==> config.mk <==
export PLATFORM = sky130hd
export DESIGN_NAME = maze_explore_step_flat
export DESIGN_NICKNAME = d
export VERILOG_FILES = /design/src/rtl/mes_pkg.sv /design/src/rtl/mes_if.sv /design/src/rtl/mes_div.sv /design/src/rtl/mes_ctrl.sv /design/src/rtl/mes_dp.sv /design/src/rtl/maze_explore_step.sv /design/src/flat_wrapper.sv
export SDC_FILE = /design/constraint.sdc
export NUM_CORES = 2
export LEC_CHECK = 0
export BUFFER_PORTS_ARGS = -buffer_cell sky130_fd_sc_hd__buf_2
export CAP_MARGIN = 20
export CORE_ASPECT_RATIO = 1.4
export CORE_UTILIZATION = 55
export DETAILED_ROUTE_END_ITERATION = 16
export PLACE_DENSITY = 0.71
export SYNTH_ARGS = -nofsm -noshare
export SYNTH_HDL_FRONTEND = slang
export SYNTH_SLANG_ARGS = --single-unit
==> constraint.sdc <==
create_clock -name clock -period 17 [get_ports clock]
set_input_delay 0 -clock clock [delete_from_list [all_inputs] [get_ports clock]]
set_output_delay 0 -clock clock [all_outputs]
set_load 0.02 [all_outputs]
==> src/rtl/mes_pkg.sv <==
// Shared types and constants of the maze exploration step block.
// Used by every rtl file but mes_div; depends on nothing.
`timescale 1ns / 1ps
package mes_pkg;

   localparam int DIST_W    = 12;
   localparam int CFG_W     = 12;
   localparam int CFG_IDX_W = 3;
   localparam int ACT_W     = 2;
   localparam int POS_W     = 4;
   localparam int DIR_W     = 2;
   localparam int ADV_W     = 13;
   localparam int PROD_W    = DIST_W + ADV_W;
   localparam int WALL_W    = 4;

   localparam int DEF_COLUMNS = 16;
   localparam int DEF_ROWS    = 16;

   localparam logic [ADV_W-1:0] ADV_MAX = '1;

   // register indexes
   localparam logic [CFG_IDX_W-1:0] REG_WALL_THRESHOLD = 3'd0;
   localparam logic [CFG_IDX_W-1:0] REG_CELL_SIZE      = 3'd1;
   localparam logic [CFG_IDX_W-1:0] REG_FORWARD_STEP   = 3'd2;
   localparam logic [CFG_IDX_W-1:0] REG_OPEN_DISTANCE  = 3'd3;
   localparam logic [CFG_IDX_W-1:0] REG_COUNT_LIMIT    = 3'd4;

   localparam logic [CFG_W-1:0] RST_WALL_THRESHOLD = 12'd100;
   localparam logic [CFG_W-1:0] RST_CELL_SIZE      = 12'd180;
   localparam logic [CFG_W-1:0] RST_FORWARD_STEP   = 12'd20;
   localparam logic [CFG_W-1:0] RST_OPEN_DISTANCE  = 12'd1260;
   localparam logic [CFG_W-1:0] RST_COUNT_LIMIT    = 12'd1266;

   // action codes
   localparam logic [ACT_W-1:0] ACT_FORWARD = 2'd0;
   localparam logic [ACT_W-1:0] ACT_LEFT    = 2'd1;
   localparam logic [ACT_W-1:0] ACT_RIGHT   = 2'd2;
   localparam logic [ACT_W-1:0] ACT_AROUND  = 2'd3;

   // absolute directions
   localparam logic [DIR_W-1:0] DIR_NORTH = 2'd0;
   localparam logic [DIR_W-1:0] DIR_EAST  = 2'd1;
   localparam logic [DIR_W-1:0] DIR_SOUTH = 2'd2;
   localparam logic [DIR_W-1:0] DIR_WEST  = 2'd3;

   typedef struct packed {
      logic load_in;
      logic clear_step;
      logic div_front;
      logic div_dist;
      logic cap_counts;
      logic adv_drop;
      logic adv_dist;
      logic last_upd;
      logic adv_inc;
      logic adv_clr;
      logic mark_vis;
      logic wall_own;
      logic wall_nb;
      logic mul;
      logic rd_left;
      logic rd_right;
      logic cap_right;
      logic finish;
   } cmd_type;

   typedef struct packed {
      logic clear_last;
      logic div_busy;
      logic counts_lt;
      logic br_open;
      logic br_mid;
      logic adv_nz;
      logic dist_gt;
      logic out_free;
   } sts_type;

endpackage

==> src/rtl/mes_if.sv <==
// Channel interfaces of the maze exploration step block: sample words in,
// decision words out. Depends on mes_pkg.
`timescale 1ns / 1ps
interface mes_req_if;
   logic                        valid;
   logic                        ready;
   logic [mes_pkg::DIST_W-1:0]  front_distance;
   logic [mes_pkg::DIST_W-1:0]  left_distance;
   logic [mes_pkg::DIST_W-1:0]  right_distance;
   modport source (output valid, front_distance, left_distance, right_distance,
                   input ready);
   modport sink   (input valid, front_distance, left_distance, right_distance,
                   output ready);
endinterface

interface mes_rsp_if;
   logic                        valid;
   logic                        ready;
   logic [mes_pkg::ACT_W-1:0]   action;
   logic                        stop_first;
   logic [mes_pkg::POS_W-1:0]   pos_x;
   logic [mes_pkg::POS_W-1:0]   pos_y;
   logic [mes_pkg::DIR_W-1:0]   heading;
   modport source (output valid, action, stop_first, pos_x, pos_y, heading,
                   input ready);
   modport sink   (input valid, action, stop_first, pos_x, pos_y, heading,
                   output ready);
endinterface

==> src/rtl/mes_div.sv <==
// Restoring divider, one quotient bit per cycle.
// Depends on nothing.
`timescale 1ns / 1ps
module mes_div #(
   parameter int N = 25,
   parameter int D = 12
) (
   input  logic         clock,
   input  logic         reset,
   input  logic         start,
   input  logic [N-1:0] dividend,
   input  logic [D-1:0] divisor,
   output logic         busy,
   output logic [N-1:0] quotient
);
   localparam int CW = $clog2(N + 1);

   logic [CW-1:0] cnt_ff, cnt_in;
   logic [N-1:0]  q_ff, q_in;
   logic [D-1:0]  r_ff, r_in;
   logic [D-1:0]  d_ff, d_in;
   logic [D:0]    shifted;
   logic          ge;

   always_comb begin
      shifted = {r_ff, q_ff[N-1]};
      ge      = shifted >= {1'b0, d_ff};
      cnt_in  = cnt_ff;
      q_in    = q_ff;
      r_in    = r_ff;
      d_in    = d_ff;
      if (start) begin
         cnt_in = CW'(N);
         q_in   = dividend;
         r_in   = '0;
         d_in   = divisor;
      end else if (cnt_ff != '0) begin
         cnt_in = cnt_ff - CW'(1);
         q_in   = {q_ff[N-2:0], ge};
         r_in   = ge ? D'(shifted - {1'b0, d_ff}) : D'(shifted);
      end
   end

   always_ff @(posedge clock) begin
      if (reset) begin
         cnt_ff <= '0;
      end else begin
         cnt_ff <= cnt_in;
      end
      q_ff <= q_in;
      r_ff <= r_in;
      d_ff <= d_in;
   end

   assign busy     = cnt_ff != '0;
   assign quotient = q_ff;
endmodule

==> src/rtl/mes_ctrl.sv <==
// Sequencer of the maze exploration step: walks each sample word through
// divide, map update and decision. Depends on mes_pkg.
`timescale 1ns / 1ps
module mes_ctrl (
   input  logic             clock,
   input  logic             reset,
   input  logic             req_valid,
   output logic             req_ready,
   input  mes_pkg::sts_type sts,
   output mes_pkg::cmd_type cmd
);
   typedef enum logic [4:0] {
      ST_CLEAR, ST_IDLE, ST_FDIV_GO, ST_FDIV_WAIT, ST_CMP,
      ST_D_VIS, ST_D_WOWN, ST_D_WNB, ST_BR,
      ST_S_WOWN, ST_S_WNB, ST_MUL, ST_CHK, ST_DDIV_GO, ST_DDIV_WAIT,
      ST_R_VIS, ST_R_WOWN, ST_R_WNB, ST_RDL, ST_RDR, ST_CAPR, ST_FIN
   } state_type;

   state_type state_ff, state_in;

   always_comb begin
      cmd      = '0;
      state_in = state_ff;
      unique case (state_ff)
         ST_CLEAR: begin
            cmd.clear_step = 1'b1;
            if (sts.clear_last) state_in = ST_IDLE;
         end
         ST_IDLE: begin
            if (req_valid) begin
               cmd.load_in = 1'b1;
               state_in    = ST_FDIV_GO;
            end
         end
         ST_FDIV_GO: begin
            cmd.div_front = 1'b1;
            state_in      = ST_FDIV_WAIT;
         end
         ST_FDIV_WAIT: begin
            if (!sts.div_busy) begin
               cmd.cap_counts = 1'b1;
               state_in       = ST_CMP;
            end
         end
         ST_CMP: begin
            if (sts.counts_lt) begin
               cmd.adv_drop = 1'b1;
               state_in     = ST_D_VIS;
            end else begin
               state_in = ST_BR;
            end
         end
         ST_D_VIS: begin
            cmd.mark_vis = 1'b1;
            state_in     = ST_D_WOWN;
         end
         ST_D_WOWN: begin
            cmd.wall_own = 1'b1;
            state_in     = ST_D_WNB;
         end
         ST_D_WNB: begin
            cmd.wall_nb = 1'b1;
            state_in    = ST_BR;
         end
         ST_BR: begin
            cmd.last_upd = 1'b1;
            if (sts.br_open) begin
               cmd.adv_inc = 1'b1;
               state_in    = ST_MUL;
            end else if (sts.br_mid) begin
               state_in = sts.adv_nz ? ST_MUL : ST_RDL;
            end else begin
               state_in = ST_S_WOWN;
            end
         end
         ST_S_WOWN: begin
            cmd.wall_own = 1'b1;
            state_in     = ST_S_WNB;
         end
         ST_S_WNB: begin
            cmd.wall_nb = 1'b1;
            state_in    = ST_RDL;
         end
         ST_MUL: begin
            cmd.mul  = 1'b1;
            state_in = ST_CHK;
         end
         ST_CHK: begin
            if (sts.dist_gt) state_in = ST_DDIV_GO;
            else             state_in = sts.br_open ? ST_FIN : ST_RDL;
         end
         ST_DDIV_GO: begin
            cmd.div_dist = 1'b1;
            state_in     = ST_DDIV_WAIT;
         end
         ST_DDIV_WAIT: begin
            if (!sts.div_busy) begin
               cmd.adv_dist = 1'b1;
               state_in     = ST_R_VIS;
            end
         end
         ST_R_VIS: begin
            cmd.mark_vis = 1'b1;
            cmd.adv_clr  = 1'b1;
            state_in     = ST_R_WOWN;
         end
         ST_R_WOWN: begin
            cmd.wall_own = 1'b1;
            state_in     = ST_R_WNB;
         end
         ST_R_WNB: begin
            cmd.wall_nb = 1'b1;
            state_in    = sts.br_open ? ST_FIN : ST_RDL;
         end
         ST_RDL: begin
            cmd.rd_left = 1'b1;
            state_in    = ST_RDR;
         end
         ST_RDR: begin
            cmd.rd_right = 1'b1;
            state_in     = ST_CAPR;
         end
         ST_CAPR: begin
            cmd.cap_right = 1'b1;
            state_in      = ST_FIN;
         end
         ST_FIN: begin
            if (sts.out_free) begin
               cmd.finish = 1'b1;
               state_in   = ST_IDLE;
            end
         end
         default: state_in = ST_CLEAR;
      endcase
   end

   always_ff @(posedge clock) begin
      if (reset) begin
         state_ff <= ST_CLEAR;
      end else begin
         state_ff <= state_in;
      end
   end

   assign req_ready = state_ff == ST_IDLE;
endmodule

==> src/rtl/mes_dp.sv <==
// Datapath of the maze exploration step: registers, maps, divider, output word.
// Depends on mes_pkg, mes_if and mes_div.
`timescale 1ns / 1ps
module mes_dp #(
   parameter int COLS = mes_pkg::DEF_COLUMNS,
   parameter int ROWS = mes_pkg::DEF_ROWS
) (
   input  logic                          clock,
   input  logic                          reset,
   input  logic                          csr_we,
   input  logic [mes_pkg::CFG_IDX_W-1:0] csr_index,
   input  logic [mes_pkg::CFG_W-1:0]     csr_wdata,
   input  logic [mes_pkg::DIST_W-1:0]    front_distance,
   input  logic [mes_pkg::DIST_W-1:0]    left_distance,
   input  logic [mes_pkg::DIST_W-1:0]    right_distance,
   input  mes_pkg::cmd_type              cmd,
   output mes_pkg::sts_type              sts,
   mes_rsp_if.source                     rsp_if
);
   localparam int XW     = $clog2(COLS);
   localparam int YW     = $clog2(ROWS);
   localparam int CELLS  = COLS * ROWS;
   localparam int AW     = $clog2(CELLS);
   localparam int DW     = mes_pkg::DIST_W;
   localparam int PW     = mes_pkg::PROD_W;
   localparam int WW     = mes_pkg::WALL_W;

   typedef struct packed {
      logic          ok;
      logic [XW-1:0] x;
      logic [YW-1:0] y;
   } nb_type;

   function automatic nb_type neighbour(logic [XW-1:0] x, logic [YW-1:0] y,
                                        logic [mes_pkg::DIR_W-1:0] d);
      nb_type n;
      n.ok = 1'b1;
      n.x  = x;
      n.y  = y;
      case (d)
         mes_pkg::DIR_NORTH: if (y == YW'(ROWS - 1)) n.ok = 1'b0; else n.y = y + YW'(1);
         mes_pkg::DIR_EAST:  if (x == XW'(COLS - 1)) n.ok = 1'b0; else n.x = x + XW'(1);
         mes_pkg::DIR_SOUTH: if (y == '0) n.ok = 1'b0; else n.y = y - YW'(1);
         default:            if (x == '0) n.ok = 1'b0; else n.x = x - XW'(1);
      endcase
      return n;
   endfunction

   function automatic logic [AW-1:0] cell_addr(logic [XW-1:0] x, logic [YW-1:0] y);
      return AW'(AW'(y) * AW'(COLS) + AW'(x));
   endfunction

   // configuration
   logic [DW-1:0] wt_ff, cs_ff, fs_ff, od_ff, cl_ff;
   // sample word
   logic [DW-1:0] ff_ff, fl_ff, fr_ff;
   // robot state
   logic [XW-1:0] pos_x_ff;
   logic [YW-1:0] pos_y_ff;
   logic [mes_pkg::DIR_W-1:0] dir_ff;
   logic [DW-1:0] last_ff, counts_ff;
   logic [mes_pkg::ADV_W-1:0] adv_ff;
   logic [PW-1:0] prod_ff;
   logic          lv_ff, rv_ff, rd_vis_ff, rd_ok_ff;
   logic [AW-1:0] clr_addr_ff;
   // maps
   logic          visited_mem [CELLS];
   logic [WW-1:0] wall_mem    [CELLS];
   // output word
   logic                        rsp_valid_ff;
   logic [mes_pkg::ACT_W-1:0]   act_ff;
   logic                        stop_ff;
   logic [mes_pkg::POS_W-1:0]   out_x_ff, out_y_ff;
   logic [mes_pkg::DIR_W-1:0]   out_dir_ff;

   logic [DW-1:0] cs_eff;
   logic          fw, rw, lw, br_open, br_mid;
   logic          div_start, div_busy;
   logic [PW-1:0] div_q, cells;
   logic [XW-1:0] x_adv;
   logic [YW-1:0] y_adv;
   nb_type        nb_front, nb_rd;
   logic [AW-1:0] own_addr, rd_addr, vis_addr, wall_addr;
   logic          vis_we, vis_data, wall_we;
   logic [WW-1:0] wall_mask, wall_data, own_mask, own_data;
   logic [mes_pkg::DIR_W-1:0] rel, nb_bit;
   logic          lo, ro;
   logic [mes_pkg::ACT_W-1:0] side, act;
   logic [mes_pkg::DIR_W-1:0] dir_new;

   assign cs_eff  = (cs_ff == '0) ? DW'(1) : cs_ff;
   assign fw      = ff_ff <= wt_ff;
   assign rw      = fr_ff <= wt_ff;
   assign lw      = fl_ff <= wt_ff;
   assign br_open = ff_ff >= od_ff;
   assign br_mid  = ff_ff > wt_ff;

   assign div_start = cmd.div_front | cmd.div_dist;

   mes_div #(.N(PW), .D(DW)) u_div (
      .clock    (clock),
      .reset    (reset),
      .start    (div_start),
      .dividend (cmd.div_front ? PW'(ff_ff) : prod_ff),
      .divisor  (cs_eff),
      .busy     (div_busy),
      .quotient (div_q)
   );

   // saturating move along the heading
   always_comb begin
      cells = cmd.adv_drop ? PW'(1) : div_q;
      x_adv = pos_x_ff;
      y_adv = pos_y_ff;
      case (dir_ff)
         mes_pkg::DIR_NORTH:
            y_adv = (cells >= PW'(ROWS - 1) - PW'(pos_y_ff)) ? YW'(ROWS - 1)
                                                             : YW'(PW'(pos_y_ff) + cells);
         mes_pkg::DIR_EAST:
            x_adv = (cells >= PW'(COLS - 1) - PW'(pos_x_ff)) ? XW'(COLS - 1)
                                                             : XW'(PW'(pos_x_ff) + cells);
         mes_pkg::DIR_SOUTH:
            y_adv = (cells >= PW'(pos_y_ff)) ? '0 : YW'(PW'(pos_y_ff) - cells);
         default:
            x_adv = (cells >= PW'(pos_x_ff)) ? '0 : XW'(PW'(pos_x_ff) - cells);
      endcase
   end

   // map addressing and write data
   always_comb begin
      own_addr = cell_addr(pos_x_ff, pos_y_ff);
      nb_front = neighbour(pos_x_ff, pos_y_ff, dir_ff);
      nb_rd    = neighbour(pos_x_ff, pos_y_ff,
                           cmd.rd_left ? dir_ff + 2'd3 : dir_ff + 2'd1);
      rd_addr  = cell_addr(nb_rd.x, nb_rd.y);
      nb_bit   = dir_ff + 2'd2;
      for (int b = 0; b < WW; b++) begin
         rel = 2'(b) - dir_ff;
         case (rel)
            2'd0:    begin own_mask[b] = 1'b1; own_data[b] = fw; end
            2'd1:    begin own_mask[b] = 1'b1; own_data[b] = rw; end
            2'd3:    begin own_mask[b] = 1'b1; own_data[b] = lw; end
            default: begin own_mask[b] = 1'b0; own_data[b] = 1'b0; end
         endcase
      end
      vis_we   = cmd.clear_step | cmd.mark_vis;
      vis_addr = cmd.clear_step ? clr_addr_ff : own_addr;
      vis_data = cmd.clear_step ? (clr_addr_ff == '0) : 1'b1;
      wall_we  = cmd.clear_step | cmd.wall_own | (cmd.wall_nb & nb_front.ok);
      if (cmd.clear_step) begin
         wall_addr = clr_addr_ff;
         wall_mask = '1;
         wall_data = '1;
      end else if (cmd.wall_own) begin
         wall_addr = own_addr;
         wall_mask = own_mask;
         wall_data = own_data;
      end else begin
         wall_addr = cell_addr(nb_front.x, nb_front.y);
         wall_mask = WW'(1) << nb_bit;
         wall_data = {WW{fw}};
      end
   end

   always_ff @(posedge clock) begin
      if (vis_we) visited_mem[vis_addr] <= vis_data;
      if (cmd.rd_left | cmd.rd_right) rd_vis_ff <= visited_mem[rd_addr];
      for (int b = 0; b < WW; b++) begin
         if (wall_we && wall_mask[b]) wall_mem[wall_addr][b] <= wall_data[b];
      end
   end

   // side choice: unvisited open side first, else the longer one
   always_comb begin
      lo = fl_ff > wt_ff;
      ro = fr_ff > wt_ff;
      if (lo && ro) begin
         if (!lv_ff && rv_ff)      side = mes_pkg::ACT_LEFT;
         else if (lv_ff && !rv_ff) side = mes_pkg::ACT_RIGHT;
         else side = (fl_ff > fr_ff) ? mes_pkg::ACT_LEFT : mes_pkg::ACT_RIGHT;
      end else if (lo) begin
         side = mes_pkg::ACT_LEFT;
      end else if (ro) begin
         side = mes_pkg::ACT_RIGHT;
      end else begin
         side = mes_pkg::ACT_FORWARD;
      end
      if (br_open)     act = mes_pkg::ACT_FORWARD;
      else if (br_mid) act = side;
      else act = (side == mes_pkg::ACT_FORWARD) ? mes_pkg::ACT_AROUND : side;
      case (act)
         mes_pkg::ACT_LEFT:  dir_new = dir_ff + 2'd3;
         mes_pkg::ACT_RIGHT: dir_new = dir_ff + 2'd1;
         mes_pkg::ACT_AROUND: dir_new = dir_ff + 2'd2;
         default:            dir_new = dir_ff;
      endcase
   end

   always_ff @(posedge clock) begin
      if (reset) begin
         wt_ff        <= mes_pkg::RST_WALL_THRESHOLD;
         cs_ff        <= mes_pkg::RST_CELL_SIZE;
         fs_ff        <= mes_pkg::RST_FORWARD_STEP;
         od_ff        <= mes_pkg::RST_OPEN_DISTANCE;
         cl_ff        <= mes_pkg::RST_COUNT_LIMIT;
         pos_x_ff     <= '0;
         pos_y_ff     <= '0;
         dir_ff       <= mes_pkg::DIR_NORTH;
         last_ff      <= '0;
         adv_ff       <= '0;
         clr_addr_ff  <= '0;
         rsp_valid_ff <= 1'b0;
      end else begin
         if (csr_we) begin
            unique case (csr_index)
               mes_pkg::REG_WALL_THRESHOLD: wt_ff <= csr_wdata;
               mes_pkg::REG_CELL_SIZE:      cs_ff <= csr_wdata;
               mes_pkg::REG_FORWARD_STEP:   fs_ff <= csr_wdata;
               mes_pkg::REG_OPEN_DISTANCE:  od_ff <= csr_wdata;
               mes_pkg::REG_COUNT_LIMIT:    cl_ff <= csr_wdata;
               default: ;
            endcase
         end
         if (cmd.clear_step) clr_addr_ff <= clr_addr_ff + AW'(1);
         if (cmd.adv_drop | cmd.adv_dist) begin
            pos_x_ff <= x_adv;
            pos_y_ff <= y_adv;
         end
         if (cmd.last_upd) last_ff <= counts_ff;
         if (cmd.adv_inc && adv_ff != mes_pkg::ADV_MAX) adv_ff <= adv_ff + 13'd1;
         else if (cmd.adv_clr) adv_ff <= '0;
         if (cmd.finish) begin
            dir_ff       <= dir_new;
            rsp_valid_ff <= 1'b1;
         end else if (rsp_if.ready) begin
            rsp_valid_ff <= 1'b0;
         end
      end
      if (cmd.load_in) begin
         ff_ff <= front_distance;
         fl_ff <= left_distance;
         fr_ff <= right_distance;
      end
      if (cmd.cap_counts) counts_ff <= (ff_ff <= cl_ff) ? div_q[DW-1:0] : '0;
      if (cmd.mul) prod_ff <= PW'(fs_ff) * PW'(adv_ff);
      if (cmd.rd_left | cmd.rd_right) rd_ok_ff <= nb_rd.ok;
      if (cmd.rd_right) lv_ff <= rd_vis_ff & rd_ok_ff;
      if (cmd.cap_right) rv_ff <= rd_vis_ff & rd_ok_ff;
      if (cmd.finish) begin
         act_ff     <= act;
         stop_ff    <= ~br_open & ~br_mid;
         out_x_ff   <= mes_pkg::POS_W'(pos_x_ff);
         out_y_ff   <= mes_pkg::POS_W'(pos_y_ff);
         out_dir_ff <= dir_new;
      end
   end

   assign sts.clear_last = clr_addr_ff == AW'(CELLS - 1);
   assign sts.div_busy   = div_busy;
   assign sts.counts_lt  = counts_ff < last_ff;
   assign sts.br_open    = br_open;
   assign sts.br_mid     = br_mid;
   assign sts.adv_nz     = adv_ff != '0;
   assign sts.dist_gt    = prod_ff > PW'(cs_eff);
   assign sts.out_free   = ~rsp_valid_ff | rsp_if.ready;

   assign rsp_if.valid      = rsp_valid_ff;
   assign rsp_if.action     = act_ff;
   assign rsp_if.stop_first = stop_ff;
   assign rsp_if.pos_x      = out_x_ff;
   assign rsp_if.pos_y      = out_y_ff;
   assign rsp_if.heading    = out_dir_ff;

   a_finish_free: assert property (@(posedge clock) disable iff (reset)
      cmd.finish |-> (!rsp_valid_ff || rsp_if.ready))
      else $error("output word overwritten");
   a_div_idle: assert property (@(posedge clock) disable iff (reset)
      div_start |-> !div_busy)
      else $error("divider restarted while busy");
   a_pos_grid: assert property (@(posedge clock) disable iff (reset)
      (32'(pos_x_ff) < COLS) && (32'(pos_y_ff) < ROWS))
      else $error("position left the grid");
   a_valid_hold: assert property (@(posedge clock) disable iff (reset)
      (rsp_valid_ff && !rsp_if.ready) |=> rsp_valid_ff)
      else $error("output word dropped");
endmodule

==> src/rtl/maze_explore_step.sv <==
// Top level of the maze exploration step block: sequencer plus datapath.
// Depends on mes_pkg, mes_if, mes_div, mes_ctrl and mes_dp.
`timescale 1ns / 1ps
// Usage
//   req_if carries one sample word (front, left, right distance in mm); it is
//   taken when valid and ready are both high. rsp_if returns one decision word
//   per sample: action, stop_first, position and heading after the step.
//   csr_we/csr_index/csr_wdata write the five 12-bit settings; write them only
//   while no sample is in flight. Unknown indexes are dropped.
// Sequencing
//   One sample at a time; a new sample is not taken before the result word of the
//   last one is written. The shared 25-step divider runs once for the front cell
//   count and, when dead reckoning moves the robot, once for the travel distance.
//   ready returns with the result.
// Reset
//   Synchronous, active high. After reset the block sweeps both maps, one cell
//   a cycle, with ready low throughout.
// Stall
//   A finished word waits in the output register; the next sample is still
//   accepted and worked on, and holds at the end until the output register
//   frees.
module maze_explore_step #(
   parameter int MAZE_COLUMNS = mes_pkg::DEF_COLUMNS,
   parameter int MAZE_ROWS    = mes_pkg::DEF_ROWS
) (
   input  logic                          clock,
   input  logic                          reset,
   mes_req_if.sink                       req_if,
   mes_rsp_if.source                     rsp_if,
   input  logic                          csr_we,
   input  logic [mes_pkg::CFG_IDX_W-1:0] csr_index,
   input  logic [mes_pkg::CFG_W-1:0]     csr_wdata
);
   mes_pkg::cmd_type cmd;
   mes_pkg::sts_type sts;
   logic             ready;

   // sequencer: one state per map access or arithmetic step
   mes_ctrl u_ctrl (
      .clock     (clock),
      .reset     (reset),
      .req_valid (req_if.valid),
      .req_ready (ready),
      .sts       (sts),
      .cmd       (cmd)
   );

   assign req_if.ready = ready;

   // datapath: settings, robot state, maps, divider and output register
   mes_dp #(.COLS(MAZE_COLUMNS), .ROWS(MAZE_ROWS)) u_dp (
      .clock          (clock),
      .reset          (reset),
      .csr_we         (csr_we),
      .csr_index      (csr_index),
      .csr_wdata      (csr_wdata),
      .front_distance (req_if.front_distance),
      .left_distance  (req_if.left_distance),
      .right_distance (req_if.right_distance),
      .cmd            (cmd),
      .sts            (sts),
      .rsp_if         (rsp_if)
   );
endmodule

==> src/flat_wrapper.sv <==
// flat-port wrapper written by rule: the top's interface ports become plain ports
module maze_explore_step_flat 
#(
   parameter int MAZE_COLUMNS = mes_pkg::DEF_COLUMNS,
   parameter int MAZE_ROWS    = mes_pkg::DEF_ROWS
)
  (clock, reset, csr_we, csr_index, csr_wdata, req_if_valid, req_if_front_distance, req_if_left_distance, req_if_right_distance, req_if_ready, rsp_if_valid, rsp_if_action, rsp_if_stop_first, rsp_if_pos_x, rsp_if_pos_y, rsp_if_heading, rsp_if_ready);
  mes_req_if req_if_i ();
  mes_rsp_if rsp_if_i ();
  input  logic clock;
  input  logic reset;
  input  logic csr_we;
  input  logic [mes_pkg::CFG_IDX_W-1:0] csr_index;
  input  logic [mes_pkg::CFG_W-1:0] csr_wdata;
  input wire logic [$bits(req_if_i.valid)-1:0] req_if_valid;
  input wire logic [$bits(req_if_i.front_distance)-1:0] req_if_front_distance;
  input wire logic [$bits(req_if_i.left_distance)-1:0] req_if_left_distance;
  input wire logic [$bits(req_if_i.right_distance)-1:0] req_if_right_distance;
  output wire logic [$bits(req_if_i.ready)-1:0] req_if_ready;
  output wire logic [$bits(rsp_if_i.valid)-1:0] rsp_if_valid;
  output wire logic [$bits(rsp_if_i.action)-1:0] rsp_if_action;
  output wire logic [$bits(rsp_if_i.stop_first)-1:0] rsp_if_stop_first;
  output wire logic [$bits(rsp_if_i.pos_x)-1:0] rsp_if_pos_x;
  output wire logic [$bits(rsp_if_i.pos_y)-1:0] rsp_if_pos_y;
  output wire logic [$bits(rsp_if_i.heading)-1:0] rsp_if_heading;
  input wire logic [$bits(rsp_if_i.ready)-1:0] rsp_if_ready;
  assign req_if_i.valid = req_if_valid;
  assign req_if_i.front_distance = req_if_front_distance;
  assign req_if_i.left_distance = req_if_left_distance;
  assign req_if_i.right_distance = req_if_right_distance;
  assign req_if_ready = req_if_i.ready;
  assign rsp_if_valid = rsp_if_i.valid;
  assign rsp_if_action = rsp_if_i.action;
  assign rsp_if_stop_first = rsp_if_i.stop_first;
  assign rsp_if_pos_x = rsp_if_i.pos_x;
  assign rsp_if_pos_y = rsp_if_i.pos_y;
  assign rsp_if_heading = rsp_if_i.heading;
  assign rsp_if_i.ready = rsp_if_ready;
  maze_explore_step #(.MAZE_COLUMNS(MAZE_COLUMNS), .MAZE_ROWS(MAZE_ROWS)) u_core (.clock(clock), .reset(reset), .req_if(req_if_i), .rsp_if(rsp_if_i), .csr_we(csr_we), .csr_index(csr_index), .csr_wdata(csr_wdata));
endmodule
=== After elaboration in Yosys (flattened, before gate mapping) ===
Memories as Yosys holds them, arrays and structs flattened. A register that Yosys moved wholly into a read port is not among the register bits.
Index checks and enable logic that the tools add are counted.

* Add/subtract/negate cells: 19
* Multipliers: 1
* Order comparisons: 13
* Equal/unequal tests: 41
* Multiplexer cells: 76
* Bitwise gates (word level): 11
* Reductions and logical operators: 33

{| class="wikitable"
|+ Operators by type and width
! operator !! number
|-
| case mux 5 bit (22 select lines) || 1
|-
| 2-to-1 mux 25 bit || 4
|-
| 2-to-1 mux 5 bit || 11
|-
| >= comparator 25 bit || 2
|-
| >= comparator 25 x 4 -> 1 bit || 2
|-
| greater-than comparator 12 bit || 4
|-
| == test 5 x 4 -> 1 bit, second input constant || 8
|-
| 2-to-1 mux 4 bit || 9
|-
| case mux 4 bit (2 select lines) || 4
|-
| == test 5 bit, second input constant || 6
|-
| 2-to-1 mux 1 bit || 28
|-
| 2-to-1 mux 13 bit || 2
|-
| greater-than comparator 25 x 12 -> 1 bit || 1
|-
| multiplier 12 x 13 -> 25 bit || 1
|-
| 2-to-1 mux 12 bit || 2
|-
| 2-to-1 mux 2 bit || 11
|-
| == test 5 x 3 -> 1 bit, second input constant || 4
|-
| adder 8 x 4 -> 8 bit || 2
|-
| AND reduction 2 bit || 7
|-
| adder 13 x 1 -> 13 bit, second input constant || 1
|-
| >= comparator 13 x 12 -> 1 bit || 1
|-
| inequality test 13 bit, second input constant || 1
|-
| nonzero test 13 bit || 1
|-
| >= comparator 12 bit || 1
|-
| 42 further kinds || 80
|}

* Flip-flop bits (word level): 252
* Memory bits (writable): 256
* Bits of input ports: 56
* Output and inout port bits: 15
* Word-level logic and storage cells: 226
* Memories: 1

{| class="wikitable"
|+ Memories
! memory !! words !! width !! read ports !! clocked after Yosys merged registers in !! wr ports !! line !! RTL
|-
| u_core.u_dp.visited_mem || 256 || 1 || 1 || 1 || 1 || mes_dp.sv:67 || <nowiki>logic visited_mem [CELLS];</nowiki>
|}

=== Logic depth before layout (Yosys ltp) ===
* Depth in word-level cells: 11
* Gate-level depth with buffers: 25
* Gate-level depth less buffers: 24

=== Hierarchy ===
Synthesis repeated with hierarchy kept, for this count alone.

* Cells, all modules: 2,899
* Area total of the unflattened synthesis: 30,722.0 um^2

{| class="wikitable"
|+ Modules (own cells, without submodules)
! module !! instances !! cells each !! area an instance (um^2) !! sequential area each (um^2)
|-
| mes_dp || 1 || 2,546 || 27,209.8 || 12,472.0
|-
| mes_div || 1 || 246 || 2,800.2 || 1,451.4
|-
| mes_ctrl || 1 || 107 || 711.9 || 100.1
|}

=== Worst setup path before layout ===
No wires, ideal clock.

* Kind: flip-flop to flip-flop
* Start point: register u_core.u_dp.adv_ff[7] (netlist name)
* End point: register u_core.u_dp.prod_ff[23] (data pin)
* Library setup time: 0.258 ns
* Arrival time: 5.113 ns
* Required time: 16.742 ns
* Path slack: 11.630 ns
* Stages on the path, launching flop included: 23
* Path buffers: 2
* Clock period less this slack: 5.370 ns
* Path through: dfxtp_1 clkbuf_1 clkbuf_1 nand2_1 fa_1 fa_1 fa_1 inv_1 fa_1 inv_1 fa_1 inv_1 ha_1 nor2_1 nor2_1 o41ai_1 o21ba_2 a211o_1 a21oi_1 nor2_1 o21ai_0 a21oi_1 xnor2_1

* Word-level cells in the longest chain between the ends: 1

{| class="wikitable"
|+ Ends and longest elaborated chain
! what !! line !! RTL
|-
| start: declaration || mes_dp.sv:62 || <nowiki>logic [mes_pkg::ADV_W-1:0] adv_ff;</nowiki>
|-
| start signal: assignment || mes_dp.sv:230 || <nowiki>if (cmd.adv_inc && adv_ff != mes_pkg::ADV_MAX) adv_ff <= adv_ff + 13'd1;</nowiki>
|-
| multiplier 12 x 13 -> 25 bit || mes_dp.sv:245 || <nowiki>if (cmd.mul) prod_ff <= PW'(fs_ff) * PW'(adv_ff);</nowiki>
|-
| end signal: assignment || mes_dp.sv:245 ||
|-
| end: declaration || mes_dp.sv:63 || <nowiki>logic [PW-1:0] prod_ff;</nowiki>
|}

Every way passes these cells.
A chain may end at the register's enable or synchronous reset.

=== Worst setup path in the final report ===
* Start point: register u_core.u_dp.adv_ff[3] (netlist name)
* End point: register u_core.u_dp.prod_ff[24] (data pin)

Same word-level chain as after synthesis.

==> results.sh <==
export IMPL_fp_coreArea_mm2=0.0566
export IMPL_synth_area_leaders="edfxtp_1 36%, ha_1 8.3%, dfxtp_1 8.0%, nand2_1 7.6%, fa_1 7.3%"
export IMPL_half_perimeter_wire_length_of_the_detailed_placement_result_um=58200
export IMPL_worst_endpoint_required_ns=17.33
export IMPL_layout_drive_gt1_share=0.0647
export IMPL_post_cts_setup_buffer_count=0
export IMPL_setup_tns_ns=0
export IMPL_worstPathCellList="nand2_1, fa_1, fa_1, inv_1, ha_1, fa_1, inv_1, fa_1, inv_1, ha_1, a21boi_0, o21ai_0, a21oi_1, a41oi_1, a21oi_1, a41oi_1, a31oi_1, o21ai_0, a21oi_1, a31oi_1"
export IMPL_maxCapViolations=0
export IMPL_cts_buffers=51
export IMPL_die_area_mm2=0.0585
export IMPL_area_growth_synth_to_final_pct=10.3
export IMPL_critPathSlowestCell="dfxtp_1"
export IMPL_synth_avg_cell_area_um2=9.36
export IMPL_gr_total_overflow=0
export IMPL_setup_worst_path_start_class="flip-flop"
export IMPL_mappedNetlistArea_mm2=0.0316
export IMPL_final_design_area_no_fill_mm2=0.0349
export IMPL_clock_insertion_delay_worst_skew_ns=0.62
export IMPL_hold_depth=2
export IMPL_yosys_area_top_type_share=0.363
export IMPL_cts_root_buf="clkbuf_16"
export IMPL_port_bufs=70
export IMPL_clkSlewWorstSetupHoldPaths_ns=0.07
export IMPL_r2r_start="u_core.u_dp.adv_ff[3]"
export IMPL_cellPowerDensity_mw_per_mm2=104
export IMPL_headroom_to_the_max_slew_limit=0.195
export IMPL_critical_path_endpoint_type="flip-flop"
export IMPL_grt_setup_unrepaired="false"
export IMPL_hold_path_class="in2reg"
export IMPL_synth_area_mux_share=0.0222
export IMPL_cts_resized=0
export IMPL_slowest_delay_ns=0.67
export IMPL_grt_use_met1=0.323
export IMPL_cts_tree="built"
export IMPL_firstDrtPassIters=7
export IMPL_r2r_slack_ns=11.04
export IMPL_number_of_synthesized_flops_with_an_enable_pin=383
export IMPL_drt_antenna_violating_nets=0
export IMPL_grt_antenna_before_repair=0
export IMPL_cts_root_to_sink_buffers=3
export IMPL_grt_util_met3=0.0359
export IMPL_vias_per_cell=5.93
export IMPL_hold_path_startpoint="reset"
export IMPL_cts_htree_levels=2
export IMPL_critical_path_class="reg2reg"
export IMPL_placementRows=103
export IMPL_via_count=24700
export IMPL_routed_wire_length_per_instance_um=20.5
export IMPL_synth_simple_area_share=0.189
export IMPL_achievable_frequency_ghz=0.168
export IMPL_global_route_wire_length_before_repair_um=132000
export IMPL_grt_max_degree=140
export IMPL_arrival_time_at_the_worst_endpoint_ns=6.30
export IMPL_postSynthNetCount=3763
export IMPL_rr_endpoint="u_core.u_dp.prod_ff[24]"
export IMPL_outcome="complete, no violations"
export IMPL_global_route_hottest_layer="met2"
export IMPL_clock_sinks=509
export IMPL_synth_compound_area_frac=0.117
export IMPL_synth_warning_count=0
export IMPL_power_w=0.00362
export IMPL_synth_top_family_by_area="simple AND/OR/NAND/NOR gates"
export IMPL_synth_top_cell_by_area="edfxtp_1"
export IMPL_slew_violations=0
export IMPL_ff2ff_path_depth=20
export IMPL_die_width_um=205
export IMPL_track_usage=0.292
export IMPL_setup_viol_count_final=0
export IMPL_drcViolationCount=0
export IMPL_synth_xor_xnor_area_share=0.0127
export IMPL_grtUsageMet2=0.532
export IMPL_synth_seq_cells=509
export IMPL_synthMostInstantiatedCell="nand2_1"
export IMPL_dieHeight_um=286
export IMPL_post_synth_fa_ha_maj_area_fraction=0.156
export IMPL_power_leakage_nw=13.6
export IMPL_route_final_wire_length_um=85500
export IMPL_whs_endpoint="u_core.u_dp.pos_y_ff[1]"
export IMPL_pin_slew_with_the_least_headroom_to_its_limit_ns=1.21
export IMPL_placedInstanceArea_mm2=0.0324
export IMPL_power_ir_vdd_worst_mv=0.107
export IMPL_synth_seq_area_share=0.443
export IMPL_hold_viol_final=0
export IMPL_grt_pass1_vias=25000
export IMPL_period_share=0.351
export IMPL_routabilityCongestion=0.923
export IMPL_number_of_top_level_pins=71
export IMPL_synth_flop_cell="edfxtp_1"
export IMPL_layout_nets=3769
export IMPL_fin_worst_skew_ns=0.0319
export IMPL_worst_path_max_fanout=17
export IMPL_n_antenna_cell=0
export IMPL_layout_core_utilization=0.617
export IMPL_synthCells=3382
export IMPL_cts_hold_buffers_added=56
export IMPL_min_cycle_time_layout_ns=5.96
export IMPL_synth_async_reset_ratio=0
export IMPL_synth_commonest_cells="637 x nand2_1, 388 x nor2_1, 383 x edfxtp_1"
export IMPL_detailedRoute_firstIterationViolations=1749
export IMPL_cp_common_cell="fa_1"
export IMPL_floorplan_initialDensity=0.559
export IMPL_netlist_cell_type_count=75
## worst max-delay path by stage
stage / start / endpoint / slack (ns) / cells after the start
3_3_place_gp: u_core.u_dp.adv_ff[3] / u_core.u_dp.prod_ff[24] / 11.13 / 20
2_1_floorplan: u_core.u_dp.adv_ff[7] / u_core.u_dp.prod_ff[23] / 11.63 / 22
5_1_grt: u_core.u_dp.adv_ff[3] / u_core.u_dp.prod_ff[24] / 10.61 / 20
3_5_place_dp: u_core.u_dp.adv_ff[3] / u_core.u_dp.prod_ff[24] / 11.03 / 20
6_report: u_core.u_dp.adv_ff[3] / u_core.u_dp.prod_ff[24] / 11.04 / 20
4_1_cts: u_core.u_dp.adv_ff[3] / u_core.u_dp.prod_ff[24] / 11.02 / 20
## cell usage in the layout, fill, tap and decap left out, types with 17 or more instances in the layout
master and instances:
a311oi_1 24, nor3_1 39, nor4_1 19, fa_1 115
clkbuf_16 55, nand4_1 24, buf_4 27, ha_1 210
a22oi_1 22, nor2b_1 41, o21ai_0 78, nand2b_1 30
and2_1 63, nand3_1 58, a211oi_1 45, a31oi_1 25
o31ai_1 17, edfxtp_1 383, a21oi_1 203, dfxtp_1 125
dlygate4sd3_1 56, o211ai_1 19, xnor2_1 29, a21o_1 39
and3_1 32, nor2_1 387, mux2i_1 68, nand2_1 636
inv_1 279, buf_2 69
## flip-flops by register name (all words and copies together), names as in the netlist, 13 cells and up
signal,flops
u_core.u_dp.u_div.quotient,25
u_core.u_dp.visited_mem,256
u_core.u_dp.prod_ff,25
u_core.u_dp.adv_ff,13
## report_power, final
| part | total (W) | internal, W | switching [W] |
|---|---|---|---|
| logic | 0.000741 | 0.000243 | 0.000499 |
| clock network | 0.00122 | 0.000715 | 0.000502 |
| registers | 0.00166 | 0.00159 | 0.0000724 |
| total | 0.00362 | 0.00255 | 0.00107 |
## kinds of logic (layout without fill, tap and decap cells)
group | count (synthesis) | count (layout)
simple gates | 1376 | 1376
compound gates | 570 | 570
flops | 509 | 509
buf+inv | 488 | 537
fa+ha+maj | 325 | 325
mux | 70 | 70
xor+xnor | 44 | 44
## metrics by stage
stage               instances  setup slack, ns  hold WS, ns
global placement         4006            11.13        0.176
floorplan                3382            11.63       0.0989
CTS                      4162            11.02       0.0345
detailed placement       4010            11.03        0.178
global route             4166            10.61       0.0828
finish                   4166            11.04       0.0356
## critical path, delay by kind of cell (launching register included)
| kind | cells | cell delay, ns |
|---|---|---|
| DFF | 1 | 0.67 |
| buffers and inverters | 3 | 0.14 |
| AOI/OAI and AO/OA | 10 | 1.95 |
| and+or+nand+nor | 1 | 0.17 |
| adders and majority gates | 6 | 2.74 |
## cell type report
type                            count  area [um^2]
Timing Repair Buffer              160         1290
Multi-Input combinational cell   2385        15800
Tap cell                          735          920
Fill cell                        4724        21700
Sequential cell                   509        14000
Inverter                          281         1050
Clock buffer                       75         1520
Clock inverter                     21          280
## metal layers
metal	routed length, um	share of wire
met1	31000	0.36
met2	44500	0.52
met3	4760	0.056
met4	5190	0.061
met5	0	0
No activity file was read; power rests on OpenSTA's default activity.
